==> src/rtl/core/pts_pkg.sv <==
// Shared types and constants of the periodic task tick scheduler.
`default_nettype none
package pts_pkg;

    localparam int PTS_NUM_SLOTS   = 8;
    localparam int PTS_MAX_REPORTS = 8;
    localparam int PTS_WIDTH_PER   = 16;

    typedef enum logic [2:0] {
        REQ_TICK    = 3'd0,
        REQ_ADD     = 3'd1,
        REQ_REMOVE  = 3'd2,
        REQ_ENABLE  = 3'd3,
        REQ_DISABLE = 3'd4
    } t_req;

    typedef enum logic [1:0] {
        S_IDLE,
        S_WALK,
        S_FLUSH
    } t_state;

    typedef struct packed {
        logic                    hand;
        logic                    en;
        logic [PTS_WIDTH_PER-1:0] per;
        logic [PTS_WIDTH_PER-1:0] cnt;
    } t_slot;

    typedef struct packed {
        logic shift;
        logic write;
        t_req op;
    } t_cell_ctl;

endpackage
`default_nettype wire

==> src/rtl/core/pts_cell.sv <==
// One task slot of the rotating slot ring.
`default_nettype none
module pts_cell (
    input  wire logic              i_clk,
    input  wire logic              i_rst_n,
    input  wire pts_pkg::t_cell_ctl i_ctl,
    input  wire logic              i_hit,
    input  wire logic [pts_pkg::PTS_WIDTH_PER-1:0] i_period,
    input  wire pts_pkg::t_slot    i_next,
    output pts_pkg::t_slot         o_slot
);
    import pts_pkg::*;

    t_slot r_slot;
    t_slot n_slot;

    // Take the neighbor's slot on a shift, else apply a direct command.
    always_comb begin
        n_slot = r_slot;
        if (i_ctl.shift) begin
            n_slot = i_next;
        end else if (i_ctl.write && i_hit) begin
            unique case (i_ctl.op)
                REQ_ADD: begin
                    n_slot.hand = 1'b1;
                    n_slot.en   = 1'b1;
                    n_slot.per  = i_period;
                    n_slot.cnt  = '0;
                end
                REQ_REMOVE: begin
                    n_slot.hand = 1'b0;
                    n_slot.en   = 1'b0;
                end
                REQ_ENABLE:  n_slot.en = 1'b1;
                REQ_DISABLE: n_slot.en = 1'b0;
                default:     n_slot = r_slot;
            endcase
        end
    end

    always_ff @(posedge i_clk) begin
        r_slot.per <= n_slot.per;
        r_slot.cnt <= n_slot.cnt;
        if (!i_rst_n) begin
            r_slot.hand <= 1'b0;
            r_slot.en   <= 1'b0;
        end else begin
            r_slot.hand <= n_slot.hand;
            r_slot.en   <= n_slot.en;
        end
    end

    assign o_slot = r_slot;

endmodule
`default_nettype wire

==> src/rtl/core/pts_head.sv <==
// Tick update of the slot at the head of the ring.
`default_nettype none
module pts_head (
    input  wire pts_pkg::t_slot i_slot,
    output pts_pkg::t_slot      o_slot,
    output logic                o_fire
);
    import pts_pkg::*;

    logic                     w_live;
    logic [PTS_WIDTH_PER-1:0] w_inc;

    assign w_live = i_slot.hand & i_slot.en;
    assign w_inc  = i_slot.cnt + PTS_WIDTH_PER'(1);
    assign o_fire = w_live && (w_inc >= i_slot.per);

    always_comb begin
        o_slot = i_slot;
        if (w_live) begin
            o_slot.cnt = o_fire ? '0 : w_inc;
        end
    end

endmodule
`default_nettype wire

==> src/rtl/core/periodic_task_tick_scheduler.sv <==
// Add, remove, enable and disable give their word in the cycle after acceptance.
// A tick walks the slot ring one slot per cycle, then closes in S_FLUSH; the walk
// and the close stall only while a word waits on a full output register.
// Requests are taken only in idle, so a new tick waits until the last has closed;
// other requests one per cycle while the output register is free.
// Reset (synchronous, active low) clears slot handler/enable bits, counts and FSM;
// slot period and counter registers are loaded by add and need no reset.
`default_nettype none
module periodic_task_tick_scheduler #(
    parameter int NUM_SLOTS = pts_pkg::PTS_NUM_SLOTS
) (
    input  wire logic        i_clk,
    input  wire logic        i_rst_n,
    input  wire logic        i_in_valid,
    output logic             o_in_ready,
    input  wire logic [2:0]  i_req_type,
    input  wire logic [2:0]  i_slot_id,
    input  wire logic [15:0] i_period_ticks,
    input  wire logic        i_has_handler,
    output logic             o_out_valid,
    input  wire logic        i_out_ready,
    output logic             o_fired,
    output logic [2:0]       o_fired_slot,
    output logic [2:0]       o_assigned_id,
    output logic             o_status,
    output logic [31:0]      o_tick_total,
    output logic [3:0]       o_slots_used,
    output logic             o_last
);
    import pts_pkg::*;

    // UW holds the used count up to NUM_SLOTS, IW walks the ring, CW compares ids.
    localparam int UW = $clog2(NUM_SLOTS + 1);
    localparam int IW = (NUM_SLOTS > 1) ? $clog2(NUM_SLOTS) : 1;
    localparam int CW = (UW > 3) ? UW : 3;
    localparam int NW = $clog2(PTS_MAX_REPORTS + 1);

    t_state          r_state, n_state;
    logic [31:0]     r_tick, n_tick;
    logic [UW-1:0]   r_used, n_used;
    logic [IW-1:0]   r_step, n_step;
    logic [NW-1:0]   r_nfire, n_nfire;
    logic            r_pend_v, n_pend_v;
    logic [2:0]      r_pend_slot, n_pend_slot;

    logic            r_out_valid;
    logic            r_fired, n_fired;
    logic [2:0]      r_fslot, n_fslot;
    logic [2:0]      r_aid, n_aid;
    logic            r_status, n_status;
    logic            r_last, n_last;
    logic            w_out_load;

    logic            w_out_free;
    logic            w_in_acc;
    t_req            w_req;
    logic            w_reject;
    logic            w_id_ok;
    logic [CW-1:0]   w_addr;
    t_cell_ctl       w_ctl;

    t_slot           w_slot [NUM_SLOTS];
    t_slot           w_head_upd;
    logic            w_head_fire;
    logic            w_report;
    logic [NUM_SLOTS-1:0] w_hit;

    assign w_out_free = !r_out_valid || i_out_ready;
    assign o_in_ready = (r_state == S_IDLE) && w_out_free;
    assign w_in_acc   = i_in_valid && o_in_ready;
    assign w_req      = t_req'(i_req_type);

    // Add rejects a null handler, a zero period or a full table.
    assign w_reject = !i_has_handler || (i_period_ticks == '0) || (r_used == UW'(NUM_SLOTS));
    // Ids beyond the added slots are ignored by remove, enable and disable.
    assign w_id_ok  = CW'(i_slot_id) < CW'(r_used);
    assign w_addr   = (w_req == REQ_ADD) ? CW'(r_used) : CW'(i_slot_id);

    // Ring of slot cells: cell 0 is the head, the updated head re-enters at the tail.
    pts_head u_head (
        .i_slot (w_slot[0]),
        .o_slot (w_head_upd),
        .o_fire (w_head_fire)
    );

    for (genvar k = 0; k < NUM_SLOTS; k++) begin : g_cell
        t_slot w_next;
        if (k == NUM_SLOTS - 1) begin : g_tail
            assign w_next = w_head_upd;
        end else begin : g_mid
            assign w_next = w_slot[k+1];
        end
        assign w_hit[k] = (w_addr == CW'(k));

        pts_cell u_cell (
            .i_clk    (i_clk),
            .i_rst_n  (i_rst_n),
            .i_ctl    (w_ctl),
            .i_hit    (w_hit[k]),
            .i_period (i_period_ticks),
            .i_next   (w_next),
            .o_slot   (w_slot[k])
        );
    end

    // Only the first few firings of one tick are reported; later slots still update.
    assign w_report = w_head_fire && (r_nfire < NW'(PTS_MAX_REPORTS));

    always_ff @(posedge i_clk) begin
        if (!i_rst_n) begin
            r_state  <= S_IDLE;
            r_tick   <= '0;
            r_used   <= '0;
            r_step   <= '0;
            r_nfire  <= '0;
            r_pend_v <= 1'b0;
        end else begin
            r_state  <= n_state;
            r_tick   <= n_tick;
            r_used   <= n_used;
            r_step   <= n_step;
            r_nfire  <= n_nfire;
            r_pend_v <= n_pend_v;
        end
    end

    always_ff @(posedge i_clk) begin
        r_pend_slot <= n_pend_slot;
    end

    // Next state, ring control and output word selection.
    always_comb begin
        n_state     = r_state;
        n_tick      = r_tick;
        n_used      = r_used;
        n_step      = r_step;
        n_nfire     = r_nfire;
        n_pend_v    = r_pend_v;
        n_pend_slot = r_pend_slot;
        w_ctl.shift = 1'b0;
        w_ctl.write = 1'b0;
        w_ctl.op    = w_req;
        w_out_load  = 1'b0;
        n_fired     = 1'b0;
        n_fslot     = '0;
        n_aid       = '0;
        n_status    = 1'b0;
        n_last      = 1'b1;

        unique case (r_state)
            S_IDLE: begin
                if (w_in_acc) begin
                    case (w_req) inside
                        REQ_TICK: begin
                            n_tick   = r_tick + 32'd1;
                            n_step   = '0;
                            n_nfire  = '0;
                            n_pend_v = 1'b0;
                            n_state  = S_WALK;
                        end
                        REQ_ADD: begin
                            w_out_load = 1'b1;
                            n_status   = w_reject;
                            if (!w_reject) begin
                                w_ctl.write = 1'b1;
                                n_aid       = 3'(r_used);
                                n_used      = r_used + UW'(1);
                            end
                        end
                        REQ_REMOVE, REQ_ENABLE, REQ_DISABLE: begin
                            w_out_load  = 1'b1;
                            w_ctl.write = w_id_ok;
                        end
                        default: begin
                            w_out_load = 1'b1;
                        end
                    endcase
                end
            end
            S_WALK: begin
                // Hold the ring while a pending firing cannot leave.
                if (!(w_report && r_pend_v && !w_out_free)) begin
                    w_ctl.shift = 1'b1;
                    if (w_report) begin
                        if (r_pend_v) begin
                            w_out_load = 1'b1;
                            n_fired    = 1'b1;
                            n_fslot    = r_pend_slot;
                            n_last     = 1'b0;
                        end
                        n_pend_v    = 1'b1;
                        n_pend_slot = 3'(r_step);
                        n_nfire     = r_nfire + NW'(1);
                    end
                    n_step = r_step + IW'(1);
                    if (r_step == IW'(NUM_SLOTS - 1)) begin
                        n_state = S_FLUSH;
                    end
                end
            end
            S_FLUSH: begin
                // Close the tick: last firing, or one empty word.
                if (w_out_free) begin
                    w_out_load = 1'b1;
                    n_fired    = r_pend_v;
                    n_fslot    = r_pend_v ? r_pend_slot : 3'd0;
                    n_pend_v   = 1'b0;
                    n_nfire    = '0;
                    n_state    = S_IDLE;
                end
            end
            default: begin
                n_state = S_IDLE;
            end
        endcase
    end

    // Output register: load a new word when empty or being taken.
    always_ff @(posedge i_clk) begin
        if (!i_rst_n) begin
            r_out_valid <= 1'b0;
        end else if (w_out_load) begin
            r_out_valid <= 1'b1;
        end else if (i_out_ready) begin
            r_out_valid <= 1'b0;
        end
    end

    always_ff @(posedge i_clk) begin
        if (w_out_load) begin
            r_fired  <= n_fired;
            r_fslot  <= n_fslot;
            r_aid    <= n_aid;
            r_status <= n_status;
            r_last   <= n_last;
        end
    end

    // Tick and used counts only change while the output register is free.
    assign o_out_valid   = r_out_valid;
    assign o_fired       = r_fired;
    assign o_fired_slot  = r_fslot;
    assign o_assigned_id = r_aid;
    assign o_status      = r_status;
    assign o_last        = r_last;
    assign o_tick_total  = r_tick;
    assign o_slots_used  = 4'(r_used);

    a_pend_matches_count: assert property (@(posedge i_clk) disable iff (!i_rst_n)
        r_pend_v == (r_nfire != '0))
        else $error("pending firing flag disagrees with firing count");

    a_nonlast_is_fire: assert property (@(posedge i_clk) disable iff (!i_rst_n)
        o_out_valid && !o_last |-> o_fired && !o_status)
        else $error("non-final word without a firing");

    a_tick_starts_walk: assert property (@(posedge i_clk) disable iff (!i_rst_n)
        w_in_acc && (w_req == REQ_TICK) |=> (r_state == S_WALK) && (r_step == '0))
        else $error("tick did not start a ring walk");

    a_used_bounded: assert property (@(posedge i_clk) disable iff (!i_rst_n)
        r_used <= UW'(NUM_SLOTS))
        else $error("used slot count beyond table size");

endmodule
`default_nettype wire

==> config.mk <==
export PLATFORM = sky130hd
export DESIGN_NAME = periodic_task_tick_scheduler
export DESIGN_NICKNAME = d
export VERILOG_FILES = /design/src/rtl/core/pts_pkg.sv /design/src/rtl/core/pts_cell.sv /design/src/rtl/core/pts_head.sv /design/src/rtl/core/periodic_task_tick_scheduler.sv
export SDC_FILE = /design/constraint.sdc
export NUM_CORES = 1
export LEC_CHECK = 0
export BUFFER_PORTS_ARGS = -buffer_cell sky130_fd_sc_hd__buf_2
export CORE_MARGIN = 10
export CORE_UTILIZATION = 60
export DETAILED_ROUTE_END_ITERATION = 10
export GPL_TIMING_DRIVEN = 0
export HOLD_SLACK_MARGIN = 0.08
export PLACE_DENSITY_LB_ADDON = 0.08
export SKIP_LAST_GASP = 1
export SYNTH_ARGS = -nofsm -noshare
export SYNTH_HDL_FRONTEND = slang
export SYNTH_HIERARCHICAL = 1
export SYNTH_SLANG_ARGS = --single-unit
export TNS_END_PERCENT = 100
==> constraint.sdc <==
create_clock -name i_clk -period 6.5 [get_ports i_clk]
set_input_delay 0.325 -clock i_clk [delete_from_list [all_inputs] [get_ports i_clk]]
set_output_delay 0.325 -clock i_clk [all_outputs]
set_load 0.1 [all_outputs]
Word level (Yosys, flattened, before mapping)
Index checks and enable logic that the tools add are counted.
{ "totals": {"register_bits": 331, "latch_bits": 0, "ramBits": 0, "rom_bits": 0, "out_inout_bits": 47, "elab_cells": 226, "n_memories": 0} }
{ "op_classes": {"n_addsub": 5, "mul": 0, "div_mod_pow": 0, "n_lt_le_gt_ge": 3, "eq_ne": 21, "shifts": 0, "n_mux": 69, "n_bitwise": 9, "reduce_logical": 74} }
{ "ops": {"columns": ["op", "n"], "rows": [
  ["$mux W34", 16],
  ["$reduce_and A2 Y1", 24],
  ["$add A32 B1 Y32 const B", 1],
  ["$mux W16", 2],
  ["$mux W32", 1],
  ["$mux W4", 6],
  ["$mux W1", 23],
  ["$reduce_bool A2 Y1", 11],
  ["$mux W3", 7],
  ["$add A16 B1 Y16 const B", 1],
  ["$eq A4 B3 Y1 const B", 4],
  ["$ge A16 B16 Y1", 1],
  ["$logic_not A16 Y1", 1],
  ["$logic_and A1 B1 Y1", 14],
  ["$pmux W3 S2", 2],
  ["$pmux W4 S3", 1],
  ["$mux W2", 5],
  ["$ne A2 B2 Y1 const B", 5],
  ["$reduce_and A5 Y1", 2],
  ["$reduce_bool A3 Y1", 3],
  ["$add A4 B1 Y4 const B", 2],
  ["$eq A4 B2 Y1 const B", 2],
  ["$not A1 Y1", 8],
  ["$eq A3 B2 Y1 const B", 2],
  ["26 further kinds", 37]
]} }

Logic depth before layout (Yosys ltp)
Gate-level depths: netlist (run 1).
{ "logic_depth": {"depth_word": 11, "mapped_depth": 20, "ltp_nobuf": 17} }

Cells and area by module
The synthesis (run 1) kept the hierarchy.
{ "by_module_without_submodules": {"columns": ["module", "n_inst", "cells_per_inst", "area_per_inst_um2"], "rows": [
  ["pts_cell", 8, 88, 1490.2],
  ["periodic_task_tick_scheduler", 1, 335, 3044.2],
  ["pts_head", 1, 175, 1107.3]
]} }

Least setup slack after synthesis (run 1)
No wires, ideal clock.
{ "synth_path": {"path_kind": "register -> register", "from": "register g_cell[0].u_cell.r_slot (netlist bit g_cell[0].u_cell/o_slot[0])", "to": "register g_cell[0].u_cell.r_slot (netlist bit g_cell[0].u_cell/o_slot[0]) (enable)", "arrival_ns": 4.387, "setup_slack_ns": 1.723, "path_stages_with_launch": 18, "period_less_slack_ns": 4.777, "cell_sequence": "edfxtp_1 > ha_1 > nand3_1 > nor4_1 > xor2_1 > ha_1 > nand4_1 > o21bai_1 > nor3_1 > o21ai_2 > and2_1 > nor2b_1 > clkbuf_1 > a31oi_1 > buf_6 > buf_6 > inv_1 > nand2_1"} }
{ "synth_rtl": {"columns": ["item", "line_no", "source"], "rows": [
  ["start, declared", "pts_cell.sv:14", "t_slot r_slot;"]
]} }

==> results of run 1 <==
[routing by layer]
layer,share of wire (%),vias up
met5,0.062,-
met2,47,227
met1,45,4812
met4,2.0,4
li1,-,4648
met3,5.6,62
[flip-flops by register name, summed over array words and instances (netlist names)]
name and cells:
g_cell.u_cell/o_slot 272, o_tick_total 32, o_slots_used 4, r_nfire 4
o_assigned_id 3, o_fired_slot 3, r_pend_slot 3, r_step 3
r_state 2, o_fired 1, o_last 1, o_out_valid 1
o_status 1, r_pend_v 1
[through the flow]
step                std cells  worst slack [ns]
floorplan                1214              1.72
global placement         1622             0.346
detailed placement       1628             0.927
CTS                      1691             0.834
global route             1691             0.385
finish                   1691             0.807
[power by group through the flow]
stage | sequential [mW] | combinational (mW) | clock [mW]
finish | 3.09 | 1.86 | 2.02
global route | 3.13 | 2.01 | 2.13
CTS | 3.09 | 1.88 | 2.05
detailed placement | 3.12 | 1.86 | 0
global placement | 3.14 | 1.75 | 0
floorplan | 3.12 | 1.30 | 0
[cells in the final DEF (no fill, tap or decap), types with 9 or more instances in the layout]
cell type and count:
a21oi_1 37, and2_1 145, buf_12 10, buf_2 79, buf_4 20, buf_6 17, clkbuf_1 19, clkbuf_16 37
clkbuf_2 9, dfxtp_1 63, edfxtp_1 268, ha_1 30, inv_1 52, mux2_2 49, mux2_4 80, nand2_1 64
nand3_1 26, nand4_1 31, nand4b_1 11, nor2_1 49, nor3_1 10, o21ai_0 33, o31ai_1 10, or3_1 12
xnor2_1 22, xor2_1 28
[cell type report]
class,count,area (sq um),share of cell area (%)
flip-flops and latches,331,9310,51.2
clock buffers,46,970,5.34
clock inverters,17,184,1.01
well taps,335,419,2.31
inverters,53,199,1.09
repair buffers,79,503,2.77
plain buffers,72,622,3.42
multi-input cells,758,5970,32.8
[final timing paths]
check	end	slack, ns
worst min register to register	g_cell[2].u_cell/o_slot[32]$_SDFFE_PN0P_	0.48
worst min-delay path	g_cell[1].u_cell/o_slot[30]$_DFFE_PP_	0.24
worst max-delay path	g_cell[1].u_cell/o_slot[16]$_DFFE_PP_	0.81
worst max register to register	g_cell[1].u_cell/o_slot[16]$_DFFE_PP_	0.81
[kinds of logic (layout without fill, tap and decap cells)]
logic type      Yosys count  after routing  share of synthesized area, %
flops                   331            331                          57.9
fa+ha+maj                30             30                          2.34
buf+inv                 125            267                          5.11
mux                     133            133                          11.2
xor+xnor                 50             50                          2.72
simple gates            409            409                          14.7
compound gates          136            136                          6.06
[worst register-to-register path: stages, from the launching register on]
cell and delay (ns):
edfxtp_1 0.50, ha_1 0.29, nand3_1 0.22, nor2_1 0.29, nand3_1 0.13, xor2_1 0.22, inv_1 0.08, ha_1 0.28
nand4_1 0.14, o21bai_1 0.11, nor3_1 0.25, o21ai_2 0.18, and2_1 0.25, nor2b_1 0.15, clkbuf_1 0.19, a31oi_1 0.83
buf_6 0.30, buf_6 0.16, inv_1 0.06, nand2_2 0.66
==> metrics, run 1 <==
# fillers=1882; RSZ-0062 raised after global routing=no; flops & latches, synth=331; outcome=complete, no violations; Post-CTS Repair Setup Buffers=0; HPWL after DPL=21.9 mm; hold_buf cts=0; clk_lat worst skew=0.51 ns; Comb power frac=about a quarter; Int Power=4.92 mW; CTS tree=built; Nets=1388; gr busiest metal=met2; starting density of the core=61.3%; Min-Delay Path Class=primary input to flip-flop; share of layout cells above drive strength 1=26.7%; drt drc=0; die area=~34000 sq um; CP startpoint kind=flip-flop; VDD IR max=0.000217 V; Crit path required time=6.63 ns; hold-critical path depth=2; Antenna Nets Post-Route=0; Final min period=5.69 ns; clock tree buffer depth=3; Max stage delay on crit path=0.83 ns; most common cell in the netlist=edfxtp_1; Final Util=between 60% and 70%; Vias/cell=5.77; Worst path depth=19; most frequent cells after synthesis=edfxtp_1 (268), and2_1 (145), mux2_4 (80); critical-path cell list=ha_1 -> nand3_1 -> nor2_1 -> nand3_1 -> xor2_1 -> inv_1 -> ha_1 -> nand4_1 -> o21bai_1 -> nor3_1 -> o21ai_2 -> and2_1 -> nor2b_1 -> clkbuf_1 -> a31oi_1 -> buf_6 -> buf_6 -> inv_1 -> nand2_2; post-place instance area=around 17000 sq um; crit path kind=flip-flop to flip-flop; fmax=0.176 GHz; hold path startpoint=i_period_ticks[14]; Setup violations, final=0; pwr dens=383 nW/um^2; maximum fanout along the worst path=32; GR Util met3=4.11%; GRT overflow=0; final hold viol count=0; post_cts resized=0; initial antenna violation count=2; TNS Setup=0 ns; Yosys top cell area share=50.1%; hold slack=0.245 ns; ANT cells=0; first-pass GRT wire length=between 50 and 60 mm; Clock power frac=29.0%; Setup crit start=g_cell[0].u_cell/o_slot[0]$_SDFFCE_PN0P_; total CTS buffers=36; DR pass1 iterations=5; core area=26200 sq um; critical path's slowest cell=a31oi_1; switching part of the total power=around 30%; CP Capture Type=flip-flop; syn_nets=1271; ys async rst share=0%; net switching power figure=2.05 mW; maxcap violations=0; YS warnings=6; post-route cell area=between 15000 and 20000 sq um; H-tree depth=2; total global-route track usage=20.3%; met2 usage=between 30% and 40%; vias in the first global route=between 9000 and 10000; Seq/Total Area, Yosys=just under 60%; Post-synth EDFFs=268; fin crit share=between 80% and 90%; die width=184 um; final max-slew violation count=0; Buf/Inv on CP=5; Flop pwr share=44.3%; Critical R2R Launch=g_cell[0].u_cell/o_slot[0]$_SDFFCE_PN0P_; delay-heaviest family, CP=simple AND/OR/NAND/NOR gates; 1st-iter DRT viols=731; DIE HEIGHT=184 um; Syn Area/Cell=between 10 and 15 sq um; synthesized area=16100 sq um; Worst Skew=around 0.015 ns; clock root cell=clkbuf_16; Worst Reg-to-Reg Cells=19; grt met1 use=27.3%; area leader, netlist=edfxtp_1; Worst Tran Pin Value=1.05 ns; CP arrival=5.82 ns; largest net degree at the start of global routing=46; CTS sink cnt=between 300 and 400; Final GP Congestion=0.884; Syn Inst Count=1214; max_slew headroom=29.6%; library cells used by synthesis=slightly above 60; Worst-path clk slew=approximately 0.060 ns; Tot Pwr=between 6 and 7 mW; Area contributors post-synth=edfxtp_1 (50%), dfxtp_1 (7.8%), mux2_4 (7.5%); final WL=34.0 mm; num rows=about 60; PortBufs=73; via count=9753; area delta synth->final=13.1%; Pleak=6.76 nW; I/O pin total=74; drt wl/cell=20.1 um; prevailing post-synth register cell=edfxtp_1
Power figures use the tool's default switching activity.
==> run 2, diff against run 1 <==
--- a/config.mk
+++ b/config.mk
@@ -5,10 +5,11 @@
 export SDC_FILE = /design/constraint.sdc
 export NUM_CORES = 1
 export LEC_CHECK = 0
-export BUFFER_PORTS_ARGS = -buffer_cell sky130_fd_sc_hd__buf_2
-export CORE_MARGIN = 10
+export CORE_ASPECT_RATIO = 0.75
+export CORE_MARGIN = 3
 export CORE_UTILIZATION = 60
 export DETAILED_ROUTE_END_ITERATION = 10
+export DONT_BUFFER_PORTS = 1
 export GPL_TIMING_DRIVEN = 0
 export HOLD_SLACK_MARGIN = 0.08
 export PLACE_DENSITY_LB_ADDON = 0.08
==> run 2 against run 1 <==
- global-route usage rose by 2.4 points
- sequential cell count unchanged
- critical path depth shrank 2
- worst setup slack better by 0.089 ns
- hold slack got worse by 0.15 ns
- sequential power increased by 2%
- via count fell by 2.7%
- critical endpoint is now g_cell[2].u_cell/o_slot[20]$_DFFE_PP_
- largest power group unchanged
- highest routed layer is now met4
==> metrics, run 2 (synthesized netlist as in run 1, its figures left out) <==
hold path startpoint=i_req_type[2]; Int Power=4.68 mW; Worst Reg-to-Reg Cells=17; first-pass GRT wire length=51.6 mm; Vias/cell=5.79; CTS tree=built; Worst-path clk slew=0.06 ns; clock tree buffer depth=3; commonest non-fill, non-tap cell in the layout=edfxtp_1; initial antenna violation count=0; share of layout cells above drive strength 1=21.6%; Reg2Reg Capture Point=g_cell[2].u_cell/o_slot[20]$_DFFE_PP_; post-place instance area=16500 sq um; grt met1 use=a little over a third; DR pass1 iterations=5; final max-slew violation count=0; Setup violations, final=0; maximum fanout along the worst path=32; met2 usage=32.9%; area delta synth->final=10.5%; max_slew headroom=between 10% and 20%; Min-Delay Path Class=primary input to flip-flop; TNS Setup=0 ns; GR Util met3=3.74%; max reg flops=272; final hold viol count=0; DIE HEIGHT=148 um; core area=26200 sq um; num rows=51; CP startpoint kind=flip-flop; most frequent cells in the layout=edfxtp_1 (268), and2_1 (145), mux2_4 (80); Final GP Congestion=0.852; Pleak=6.38 nW; die area=between 20000 and 30000 sq um; fmax=0.178 GHz; fin crit share=86.2%; Worst Skew=0.0112 ns; pwr dens=372 nW/um^2; via count=9490; maxcap violations=0; RSZ-0062 raised after global routing=no; Antenna Nets Post-Route=0; 1st-iter DRT viols=between 600 and 700; Comb power frac=between 20% and 30%; CP Capture Type=flip-flop; total global-route track usage=between 20% and 30%; PortBufs=0; Crit path required time=6.62 ns; r2r setup slk=0.90 ns; Final min period=approximately 5.6 ns; hold slack=~0.095 ns; post-route cell area=17800 sq um; starting density of the core=61.4%; ANT cells=0; GRT overflow=0; crit path kind=flip-flop to flip-flop; vias in the first global route=9143; Flop pwr share=47.7%; CP arrival=5.72 ns; total CTS buffers=34; clock root cell=clkbuf_16; Worst Tran Pin Value=1.20 ns; HPWL after DPL=~21 mm; largest net degree at the start of global routing=44; drt wl/cell=approximately 20 um; H-tree depth=2; Worst Setup EP=g_cell[2].u_cell/o_slot[20]$_DFFE_PP_; die width=195 um; post_cts resized=0; gr busiest metal=met1; Nets=1329; I/O pin total=74; Clock power frac=27.2%; net switching power figure=1.92 mW; Setup crit start=g_cell[0].u_cell/o_slot[0]$_SDFFCE_PN0P_; VDD IR max=0.000274 V; final WL=32.3 mm; outcome=complete, no violations; drt drc=0; switching part of the total power=29.1%; CTS sink cnt=331; Critical R2R Launch=g_cell[0].u_cell/o_slot[0]$_SDFFCE_PN0P_; Tot Pwr=6.60 mW; clk_lat worst skew=0.50 ns
-- run 2: changes by cell type in the layout (fill, tap and decap cells not counted), sizes merged --
cell / delta
buf: -78
dlygate4sd3: +21
clkbuf: -4
bufinv: -3
clkinv: +2
clkinvlp: -1
inv: +1
-- run 2: worst min-delay path by stage --
stage / cells past startpoint / to / slack [ns]
5_1_grt: 1 / g_cell[6].u_cell/o_slot[31]$_DFFE_PP_ / 0.09
2_1_floorplan: 0 / r_pend_slot[1]$_DFFE_PP_ / 0.43
3_3_place_gp: 2 / g_cell[3].u_cell/o_slot[32]$_SDFFE_PN0P_ / 0.45
4_1_cts: 3 / g_cell[1].u_cell/o_slot[32]$_SDFFE_PN0P_ / 0.08
6_report: 3 / g_cell[2].u_cell/o_slot[32]$_SDFFE_PN0P_ / 0.09
3_5_place_dp: 2 / g_cell[3].u_cell/o_slot[32]$_SDFFE_PN0P_ / 0.45
-- run 2: per-stage QoR --
stage | std cells | setup WS, ns | utilization (%)
after global routing | 1638 | 0.459 | 67.9
after floorplan | 1214 | 1.72 | -
after CTS | 1638 | 0.879 | 67.9
after detailed placement | 1559 | 0.923 | 63.2
after global placement | 1558 | 0.505 | 63.1
final | 1638 | 0.897 | 67.9
-- run 2: area by class of cell --
class / instances / area [sq um]
fillers: 1882 / 8410
repair buffers: 22 / 225
plain buffers: 72 / 622
inverters: 53 / 199
flip-flops and latches: 331 / 9310
well taps: 344 / 430
multi-input cells: 758 / 5970
clock inverters: 16 / 101
clock buffers: 42 / 902
-- run 2: power by group through the flow --
stage                     clock [mW]  sequential (mW)  combinational (mW)
final                           1.79             3.15                1.66
after CTS                       1.84             3.15                1.68
after global routing            1.93             3.19                1.82
after detailed placement           0             3.18                1.64
after global placement             0             3.19                1.59
after floorplan                    0             3.12                1.30
-- run 2: timing repair --
action	in CTS	in global routing
buffers inserted	0	0
hold buffers	21	0
hold endpoints to repair	143	0
-- run 2: worst max-delay path: stages, from the launching register on --
cell	delay, ns
edfxtp_1	0.51
ha_1	0.28
nand3_1	0.22
nor4_1	0.42
xor2_1	0.29
ha_1	0.30
nand4_1	0.14
o21bai_1	0.12
nor3_1	0.23
o21ai_2	0.16
and2_1	0.23
nor2b_1	0.13
clkbuf_1	0.18
a31oi_1	0.80
buf_6	0.31
buf_6	0.16
inv_1	0.06
nand2_2	0.64
-- run 2: metal layers --
layer  share of wire [%]  up-vias
met5                   0        -
met4                 1.3        0
met3                 5.5       38
met2                  43      222
met1                  50     4698
li1                    -     4532
==> run 3, diff against run 2 <==
--- a/config.mk
+++ b/config.mk
@@ -13,6 +13,7 @@
 export GPL_TIMING_DRIVEN = 0
 export HOLD_SLACK_MARGIN = 0.08
 export PLACE_DENSITY_LB_ADDON = 0.08
+export RECOVER_POWER = 50
 export SKIP_LAST_GASP = 1
 export SYNTH_ARGS = -nofsm -noshare
 export SYNTH_HDL_FRONTEND = slang
==> run 3 against run 2 <==
- the run now ends with capacitance limit, slew limit left
- hold slack barely moved
- first-iteration DRC count rose by 0.16%
- combinational power fell by 5%
- largest power group unchanged
- register-to-register slack got worse by 0.13 ns
- die area did not move
- final area fell by 1.3%
- clock power barely moved
- cell count did not move
- global-route usage did not move
- critical path type unchanged
- critical path depth fell by 1
- sequential power barely moved
- critical endpoint is now g_cell[6].u_cell/o_slot[19]$_DFFE_PP_
- total power fell by 1.4%
==> metrics, run 3 (synthesized netlist as in run 1, its figures left out) <==
H-tree depth=2; CTS sink cnt=331; Flop pwr share=48.4%; Final Util=67.0%; commonest non-fill, non-tap cell in the layout=edfxtp_1; largest net degree at the start of global routing=44; Worst-path clk slew=0.06 ns; drt wl/cell=just under 20 um; Antenna Nets Post-Route=0; max reg flops=272; num rows=51; Comb power frac=24.1%; VDD IR max=0.000275 V; clock tree buffer depth=3; DR pass1 iterations=5; Final GP Congestion=approximately 0.85; Int Power=4.61 mW; Crit path required time=6.74 ns; total CTS buffers=34; clock root cell=clkbuf_16; failing checks=capacitance limit, slew limit; Buf/Inv on CP=3; final hold viol count=0; CP arrival=5.97 ns; Min-Delay Path Class=primary input to flip-flop; core area=about 26000 sq um; crit path kind=flip-flop to flip-flop; vias in the first global route=between 9000 and 10000; DIE HEIGHT=148 um; FF+latch area=approximately 9300 sq um; final max-slew violation count=11; TNS Setup=0 ns; die area=28800 sq um; Worst Skew=0.0103 ns; RSZ-0062 raised after global routing=no; maxcap violations=1; total global-route track usage=22.7%; initial antenna violation count=0; final WL=32.3 mm; Pleak=6.19 nW; share of layout cells above drive strength 1=18.2%; CP Capture Type=flip-flop; Clock power frac=approximately 28%; Final min period=5.73 ns; multi-input logic area=roughly 6000 sq um; critical-path cell list=ha_1 -> nand3_1 -> nor4_1 -> xor2_1 -> ha_1 -> nand4_1 -> o21bai_1 -> nor3_1 -> o21ai_2 -> and2_0 -> nor2b_1 -> clkbuf_1 -> a31oi_1 -> buf_6 -> clkbuf_1 -> mux2_4; net switching power figure=1.90 mW; 1st-iter DRT viols=646; post-route cell area=17500 sq um; GRT overflow=0; HPWL after DPL=20.8 mm; setup slack after layout=0.771 ns; first-pass GRT wire length=51.6 mm; most frequent cells in the layout=edfxtp_1 (268), and2_0 (76), mux2_4 (72); critical path's slowest cell=a31oi_1; PortBufs=0; drt drc=0; switching part of the total power=29.2%; fmax=0.175 GHz; starting density of the core=just over 60%; max_slew headroom=-14.0%; maximum fanout along the worst path=10; area delta synth->final=9.03%; ANT cells=0; Worst Tran Pin Value=1.69 ns; outcome=finished, violations left; Post-CTS Repair Setup Buffers=0; pwr dens=371 nW/um^2; I/O pin total=74; via count=9500; post-place instance area=between 15000 and 20000 sq um; delay-heaviest family, CP=simple AND/OR/NAND/NOR gates; die width=about 190 um; Nets=approximately 1300; clk_lat worst skew=0.50 ns; CP startpoint kind=flip-flop; CTS tree=built; Setup violations, final=0; # fillers=just under 2000; Max stage delay on crit path=approximately 0.8 ns; fin crit share=88.1%; pre-CTS setup slack=0.923 ns; Vias/cell=5.80
[run 3: routing by layer]
metal | up-vias | global-route usage, % | wire [um]
li1 | 4540 | - | -
met1 | 4670 | 36.5 | 16000
met2 | 253 | 32.9 | 14000
met3 | 37 | 3.74 | 1890
met4 | 0 | 4.13 | 410
met5 | - | 0 | 0
[run 3: final cells by class]
cell class	count	area share, %
clock buffers	42	5.15
clock inverters	16	0.578
well taps	344	2.46
repair buffers	22	1.29
multi-input cells	758	33.4
plain buffers	72	2.87
inverters	53	1.14
flip-flops and latches	331	53.1
[run 3: worst paths after layout]
path / from / to / slack [ns] / depth (start not counted)
setup reg to reg: g_cell[0].u_cell/o_slot[0]$_SDFFCE_PN0P_ / g_cell[6].u_cell/o_slot[19]$_DFFE_PP_ / 0.77 / 16
hold / removal: i_req_type[2] / g_cell[2].u_cell/o_slot[32]$_SDFFE_PN0P_ / 0.09 / 3
setup / recovery: g_cell[0].u_cell/o_slot[0]$_SDFFCE_PN0P_ / g_cell[6].u_cell/o_slot[19]$_DFFE_PP_ / 0.77 / 16
hold reg to reg: r_step[2]$_SDFFE_PN0P_ / r_pend_slot[2]$_DFFE_PP_ / 0.48 / 0
[run 3: worst reg2reg max path, delay by kind of cell (launching register included)]
kind,cells,cell delay [ns]
buf+inv,3,1.21
xor+xnor,1,0.29
simple gates,6,1.42
compound gates,3,1.10
flops,1,0.50
fa+ha+maj,2,0.59
mux,1,0.39
[run 3: power groups by stage]
stage	combinational (mW)	clock, mW	sequential (mW)
final	1.57	1.79	3.15
after global routing	1.73	1.93	3.19
after CTS	1.68	1.84	3.15
after detailed placement	1.64	0	3.18
after global placement	1.59	0	3.19
after floorplan	1.30	0	3.12
[run 3: metrics by stage]
stage	hold slack, ns	total power, mW	std cells
finish	0.0947	6.51	1638
floorplan	0.434	4.41	1214
detailed placement	0.446	4.82	1559
global route	0.102	6.85	1638
CTS	0.0816	6.66	1638
global placement	0.447	4.78	1558
[run 3: what timing repair did]
action                                 4_1_cts  5_1_grt
gates resized for setup                      0        0
endpoints found under the hold margin      143        0
hold buffers                                21        0
